`src/hw/rtl/ffpa_pkg.sv`:
```
// ----------------------------------------------------------------------------
// ffpa_pkg
// Shared types and constants of the first-fit pool allocator.
// ----------------------------------------------------------------------------
package ffpa_pkg;

	localparam int POOL_BYTES_DEF = 4096;
	localparam int HDR_BYTES      = 4;
	localparam int SIZE_W         = 16;
	localparam int POS_W          = SIZE_W + 2;
	localparam int REQ_W          = 13;
	localparam int OFF_W          = 13;
	localparam int RES_W          = 12;
	localparam int ST_W           = 2;
	localparam int PROBE_W        = 8;
	localparam int S_TDATA_W      = 32;
	localparam int M_TDATA_W      = 16;

	localparam logic [PROBE_W-1:0] MAX_PROBES_RST = 8'd100;

	typedef enum logic {
		OP_ALLOC = 1'b0,
		OP_FREE  = 1'b1
	} op_t;

	typedef enum logic [ST_W-1:0] {
		RS_OK      = 2'd0,
		RS_NOFIT   = 2'd1,
		RS_BADFREE = 2'd2
	} status_t;

	typedef enum logic [3:0] {
		S_IDLE,
		S_DISPATCH,
		S_A_RD,
		S_A_CHK,
		S_A_SPLIT,
		S_F_RD,
		S_F_CHK,
		S_F_NXT,
		S_F_MRG,
		S_FIN
	} state_t;

	typedef struct packed {
		logic                used;
		logic [SIZE_W-1:0]   size;
	} hdr_t;

	typedef struct packed {
		logic    load;
		logic    set_st;
		status_t st;
		logic    rd_pos;
		logic    rd_nxt;
		logic    step;
		logic    wr_alloc;
		logic    wr_split;
		logic    free_init;
		logic    wr_free;
		logic    wr_merge;
		logic    push;
	} cmd_t;

	typedef struct packed {
		logic op_free;
		logic req_zero;
		logic free_bad;
		logic walk_ok;
		logic fit;
		logic split;
		logic split_in;
		logic nxt_in;
		logic nxt_free;
		logic out_busy;
	} sts_t;

endpackage

```
`src/hw/rtl/ffpa_ctrl.sv`:
```
// ----------------------------------------------------------------------------
// ffpa_ctrl
// Sequencer for allocate walks and free/merge updates.
// ----------------------------------------------------------------------------
module ffpa_ctrl
	import ffpa_pkg::*;
(
	input  logic clk,
	input  logic arst_n,
	input  logic s_tvalid,
	output logic s_tready,
	input  sts_t sts,
	output cmd_t cmd
);

	state_t state_q;
	state_t state_d;

	always_ff @(posedge clk or negedge arst_n) begin
		if (!arst_n) begin
			state_q <= S_IDLE;
		end else begin
			state_q <= state_d;
		end
	end

	assign s_tready = (state_q == S_IDLE);

	always_comb begin
		state_d = state_q;
		cmd     = '0;
		cmd.st  = RS_OK;
		unique case (state_q)
			S_IDLE: begin
				if (s_tvalid) begin
					cmd.load = 1'b1;
					state_d  = S_DISPATCH;
				end
			end
			S_DISPATCH: begin
				if (sts.op_free) begin
					if (sts.free_bad) begin
						cmd.set_st = 1'b1;
						cmd.st     = RS_BADFREE;
						state_d    = S_FIN;
					end else begin
						cmd.free_init = 1'b1;
						state_d       = S_F_RD;
					end
				end else if (sts.req_zero) begin
					cmd.set_st = 1'b1;
					cmd.st     = RS_NOFIT;
					state_d    = S_FIN;
				end else begin
					state_d = S_A_RD;
				end
			end
			S_A_RD: begin
				if (sts.walk_ok) begin
					cmd.rd_pos = 1'b1;
					state_d    = S_A_CHK;
				end else begin
					cmd.set_st = 1'b1;
					cmd.st     = RS_NOFIT;
					state_d    = S_FIN;
				end
			end
			S_A_CHK: begin
				if (sts.fit) begin
					cmd.wr_alloc = 1'b1;
					if (sts.split && sts.split_in) begin
						state_d = S_A_SPLIT;
					end else begin
						cmd.set_st = 1'b1;
						cmd.st     = RS_OK;
						state_d    = S_FIN;
					end
				end else begin
					cmd.step = 1'b1;
					state_d  = S_A_RD;
				end
			end
			S_A_SPLIT: begin
				cmd.wr_split = 1'b1;
				cmd.set_st   = 1'b1;
				cmd.st       = RS_OK;
				state_d      = S_FIN;
			end
			S_F_RD: begin
				cmd.rd_pos = 1'b1;
				state_d    = S_F_CHK;
			end
			S_F_CHK: begin
				cmd.wr_free = 1'b1;
				state_d     = S_F_NXT;
			end
			S_F_NXT: begin
				if (sts.nxt_in) begin
					cmd.rd_nxt = 1'b1;
					state_d    = S_F_MRG;
				end else begin
					cmd.set_st = 1'b1;
					cmd.st     = RS_OK;
					state_d    = S_FIN;
				end
			end
			S_F_MRG: begin
				cmd.wr_merge = sts.nxt_free;
				cmd.set_st   = 1'b1;
				cmd.st       = RS_OK;
				state_d      = S_FIN;
			end
			S_FIN: begin
				if (!sts.out_busy) begin
					cmd.push = 1'b1;
					state_d  = S_IDLE;
				end
			end
			default: begin
				state_d = S_IDLE;
			end
		endcase
	end

endmodule

```
`config.mk`:
```
export PLATFORM = sky130hd
export DESIGN_NAME = ffpa_ctrl
export DESIGN_NICKNAME = d
export VERILOG_FILES = /design/src/hw/rtl/ffpa_pkg.sv /design/src/hw/rtl/ffpa_ctrl.sv
export SDC_FILE = /design/constraint.sdc
export NUM_CORES = 1
export LEC_CHECK = 0
export BUFFER_PORTS_ARGS = -buffer_cell sky130_fd_sc_hd__buf_2
export CORE_AREA = 2 2 39 41
export CTS_CLUSTER_DIAMETER = 120
export DETAILED_ROUTE_END_ITERATION = 10
export DIE_AREA = 0 0 41 43
export PLACE_DENSITY = 0.76
export SETUP_SLACK_MARGIN = 0.15
export SLEW_MARGIN = 10
export SYNTH_ARGS = -nofsm -noshare
export SYNTH_HDL_FRONTEND = slang
export SYNTH_SLANG_ARGS = --single-unit
```
`constraint.sdc`:
```
create_clock -name clk -period 1.37 [get_ports clk]
set_input_delay 0.137 -clock clk [delete_from_list [all_inputs] [get_ports clk]]
set_output_delay 0.137 -clock clk [all_outputs]
set_load 0.02 [all_outputs]
```
After elaboration in Yosys (flattened, before gate mapping)
Cells that the tools add are included.
Widths: inputs -> output; s select.

storage, ports and cells
  register bits = 4
  input bits = 13
  output and inout bits = 14

cells by class
  equal/unequal tests = 11
  muxes and demuxes = 35
  reductions and logical operators = 4

operators with widths
  cell                count
  $pmux 4 s9          1
  $mux 4              8
  $mux 3              7
  $eq 4x3->1 const B  4
  $mux 1              16
  $pmux 3 s5          1
  $eq 4x2->1 const B  2
  $eq 4x4->1 const B  2
  $eq 4x1->1 const B  1
  $logic_not 4->1     1
  $ne 2x2->1 const B  2
  $mux 2              1
  $pmux 1 s2          1
  $reduce_and 2->1    1
  $reduce_or 2->1     1
  $logic_and 1x1->1   1

Depth between registers and ports, before layout
  word-level depth = 4
  mapped depth = 5

Worst setup path before layout
No wires, ideal clock.

  path type = flip-flop to output port
  start = register state_q[2]
  end = output cmd[12] (netlist name)
  data arrival time = 1,630 ps
  setup slack = -397 ps
  cell stages (with the launch flop) = 4
  buffers on the path = 1
  path through = dfrtp_1 > buf_4 > nor4_1 > and2_1

RTL lines
  element                   line             text
  start: declaration        ffpa_ctrl.sv:16  state_t state_q;
  start signal: assignment  ffpa_ctrl.sv:23  state_q <= state_d;
  end: declaration          ffpa_ctrl.sv:13  output cmd_t cmd

==> flow_summary.yaml <==
outcome:
  status: "complete, but fails checks"
  violations: "negative setup slack"
die:
  coreArea_um2: 1380
  die_h_um: 43
  ioPinCount: 27
  rows: 14
  fp.dieW_um: 41
  dieArea_um2: 1760
  initial_core_util_pct: 34.9
synth:
  syn-instance-count: 60
  syn_avg_cell_area_um2: 8.05
  netlist_area_um2: 483
  yosys.area_share.adder_pct: 0
  synth-warning-count: 0
  yosysUniqueCellTypes: 36
  synth_nets: 73
  yosys_register_bits: 4
  synth_seq_area_share_pct: 20.7
  synth_mux_area_share_pct: 2.07
  synth-xor-area-share_pct: 1.81
  synth-compound-area-share_pct: 23.3
  synth-simple-area-share_pct: 43.5
  synth_top_family_by_area: "simple AND/OR/NAND/NOR gates"
worst_setup_path:
  path_class: "register to output port"
  cp.arrival_ns: 1.81
  path_cells: "buf_6 > nor3b_1 > o21a_2 > a211o_1 > a221o_1 > buf_6"
  slowest_delay_ns: 0.42
  reg2reg_depth: 6
  crit_fanout: 5
  cpMostUsedCell: "buf_6"
  endpoint_kind: "output port"
  r2r-end: "state_q[0]"
  cp.required_ns: 1.23
  r2r_slack_ns: -0.43
  startpoint: "state_q[1]"
  cp_top_family: "compound AO/OA/AOI/OAI gates"
  critPathBufInv: 2
  r2r-start: "state_q[0]"
  critPathLaunchType: "register"
  slowest_stage: "dfrtp_1"
placed_design:
  dp_cells: 118
  finalWeightedCongestion: 0.903
  pre_cts_slack_ns: -0.318
  hpwlAfterDp_um: 1270
  io_buffers: 26
cells_and_area:
  syn2layout_area_growth_pct: 140
  fill_cells: 79
  drive_gt1_share_pct: 75.0
  stdcell_count: 136
  regMostFlops: "state_q"
  nNetsFinal: 135
  largest_reg_flops: 4
  multiInputGateArea_um2: 505
  n_antenna_cell: 0
  seq_area_um2: 101
  top_regs: "state_q x4"
route:
  drt-initial-drc-count: 34
  vias_per_cell: 5.83
  drc: 0
  drt-total-wl_um: 2420
  num_vias: 793
  drtAntennaViolNets: 0
  post_drt_wl_per_cell_um: 17.8
  drtPass1Iterations: 6
clocking:
  cts.clk_slew.worst_paths_ns: 0.04
  cts_buffer_depth: 2
  cts_tree: "done"
  cts_sinks: 4
  clock_latency_ns: 0.23
  clockRootBuffer: "clkbuf_4"
  h-tree-depth: 1
  cts_made_buffers: 3
timing:
  slew_headroom_pct: 79.3
  min_period_over_period_pct: 142
  hold_ws_ns: 0.155
  fin_crit_ns: 1.95
  slew_violations: 0
  worst_slew_pin_slew_ns: 0.309
  fin_worst_skew_ns: 0.00416
  hold_viol_final: 0
  setup_ws_ns: -0.580
  rsz0062_at_grt: "yes"
  setup_viol: 17
  fmax_ghz: 0.513
power:
  p_per_area_nw_per_um2: 2460
  power_mw: 2.85
  ir_drop_mv: 1.32
  p_leak_nw: 0.547
global_routing:
  antenna_found_initial: 0
  first_global_vias: 741
  grt_util_all_layers_pct: 26.9
  overflow: 0
  grt_max_degree: 11
  grt_pass1_wl_um: 3230
worst_hold_path:
  hold_path_end: "state_q[2]"
  worstHoldStart: "sts[7]"
  hold_path.class: "input pin to register"
  holdPathStages: 2
job:
  drv_cap: 0
through the flow:
step / cell area, um2 / setup TNS, ns / util, %
final: 1160 / -4.79 / 83.7
after global routing: 1160 / -5.62 / 83.7
after CTS: 1050 / -3.99 / 75.9
after detailed placement: 772 / -0.993 / 55.8
after global placement: 772 / -0.747 / 55.8
after floorplan: 505 / -0.698 / -
worst reg2reg max path, stage by stage, from the launching register on:
cell	delay [ns]
dfrtp_1	0.42
buf_4	0.16
buf_4	0.18
or3_4	0.40
nor3_4	0.15
a221oi_2	0.06
or3_1	0.31
metal layers:
metal / vias up / track usage, % / share of wire (%)
li1: 357 / - / -
met1: 383 / 30.3 / 38
met4: 0 / 6.00 / 2.3
met5: - / 0 / 0
met2: 47 / 49.7 / 54
met3: 6 / 3.14 / 6.0
cells in the final DEF (no fill, tap or decap), types with 2 or more instances in the layout:
cell      count
nor2_1        2
buf_2        15
nand2b_1      2
dfrtp_1       3
a211o_1       2
nor4_4        3
clkbuf_4      3
a221o_1       2
nand2_1       3
buf_6        21
o21bai_1      2
nor2_4        3
nor3_4        3
and3_4        2
buf_4        24
final cells by class:
type | count | share of cell area (%)
tap | 16 | 1.73
multi-input combinational | 50 | 43.6
inverter | 2 | 0.648
sequential | 4 | 8.75
timing repair buffer | 61 | 43.3
clock buffer | 3 | 1.94
report_power, final:
group / leakage, nW / switching [mW] / internal [mW]
clock network: 0.0138 / 0.0461 / 0.0979
registers: 0.0496 / 0.0804 / 0.180
logic: 0.484 / 1.16 / 1.29
cell usage after synthesis:
master | n | area [um2]
a32oi_1 | 1 | 8.76
a2bb2oi_1 | 1 | 8.76
nor2_1 | 6 | 22.5
a211oi_1 | 1 | 7.51
o21ai_0 | 1 | 5.00
and3_1 | 2 | 12.5
and2b_1 | 1 | 7.51
nor2b_1 | 2 | 12.5
a221oi_1 | 1 | 8.76
mux2i_1 | 1 | 10.0
dfrtp_1 | 4 | 100
a211o_1 | 2 | 17.5
nor3b_1 | 1 | 7.51
a2111oi_0 | 1 | 8.76
o21a_1 | 1 | 7.51
and4_1 | 1 | 8.76
nand2_1 | 3 | 11.3
nand4_1 | 1 | 6.26
xor2_1 | 1 | 8.76
a21oi_1 | 1 | 5.00
buf_4 | 3 | 22.5
nor4_1 | 3 | 18.8
o21bai_1 | 2 | 15.0
nor3_2 | 1 | 10.0
inv_1 | 2 | 7.51
buf_6 | 1 | 11.3
and4bb_1 | 1 | 12.5
and3_4 | 1 | 11.3
or3_4 | 1 | 11.3
nand3_1 | 1 | 5.00
or3_1 | 1 | 6.26
and2_2 | 1 | 7.51
and2_1 | 1 | 6.26
nor3_1 | 4 | 20.0
a221o_1 | 2 | 20.0
nand2b_1 | 2 | 12.5
worst max-delay path by stage:
stage | end | depth (start not counted)
finish | cmd[11] | 6
detailed placement | cmd[11] | 6
CTS | cmd[11] | 6
floorplan | cmd[11] | 5
global route | cmd[11] | 6
global placement | cmd[11] | 6
timing repair:
action                                  in CTS  in global routing
hold buffers                                 1                  0
buffers inserted                            10                  4
pin swaps                                   12                 11
endpoints found under the setup margin      18                 18
endpoints found under the hold margin        4                  0
gates resized for setup                     46                 17
logic make-up (layout without fill, tap and decap cells):
kind of cell           after synthesis  count (layout)
AND/OR/NAND/NOR                     34              34
AO/OA/AOI/OAI                       14              14
buffers and inverters                6              66
flip-flops                           4               4
XOR/XNOR                             1               1
multiplexers                         1               1
No activity file was read; power rests on OpenSTA's default activity.
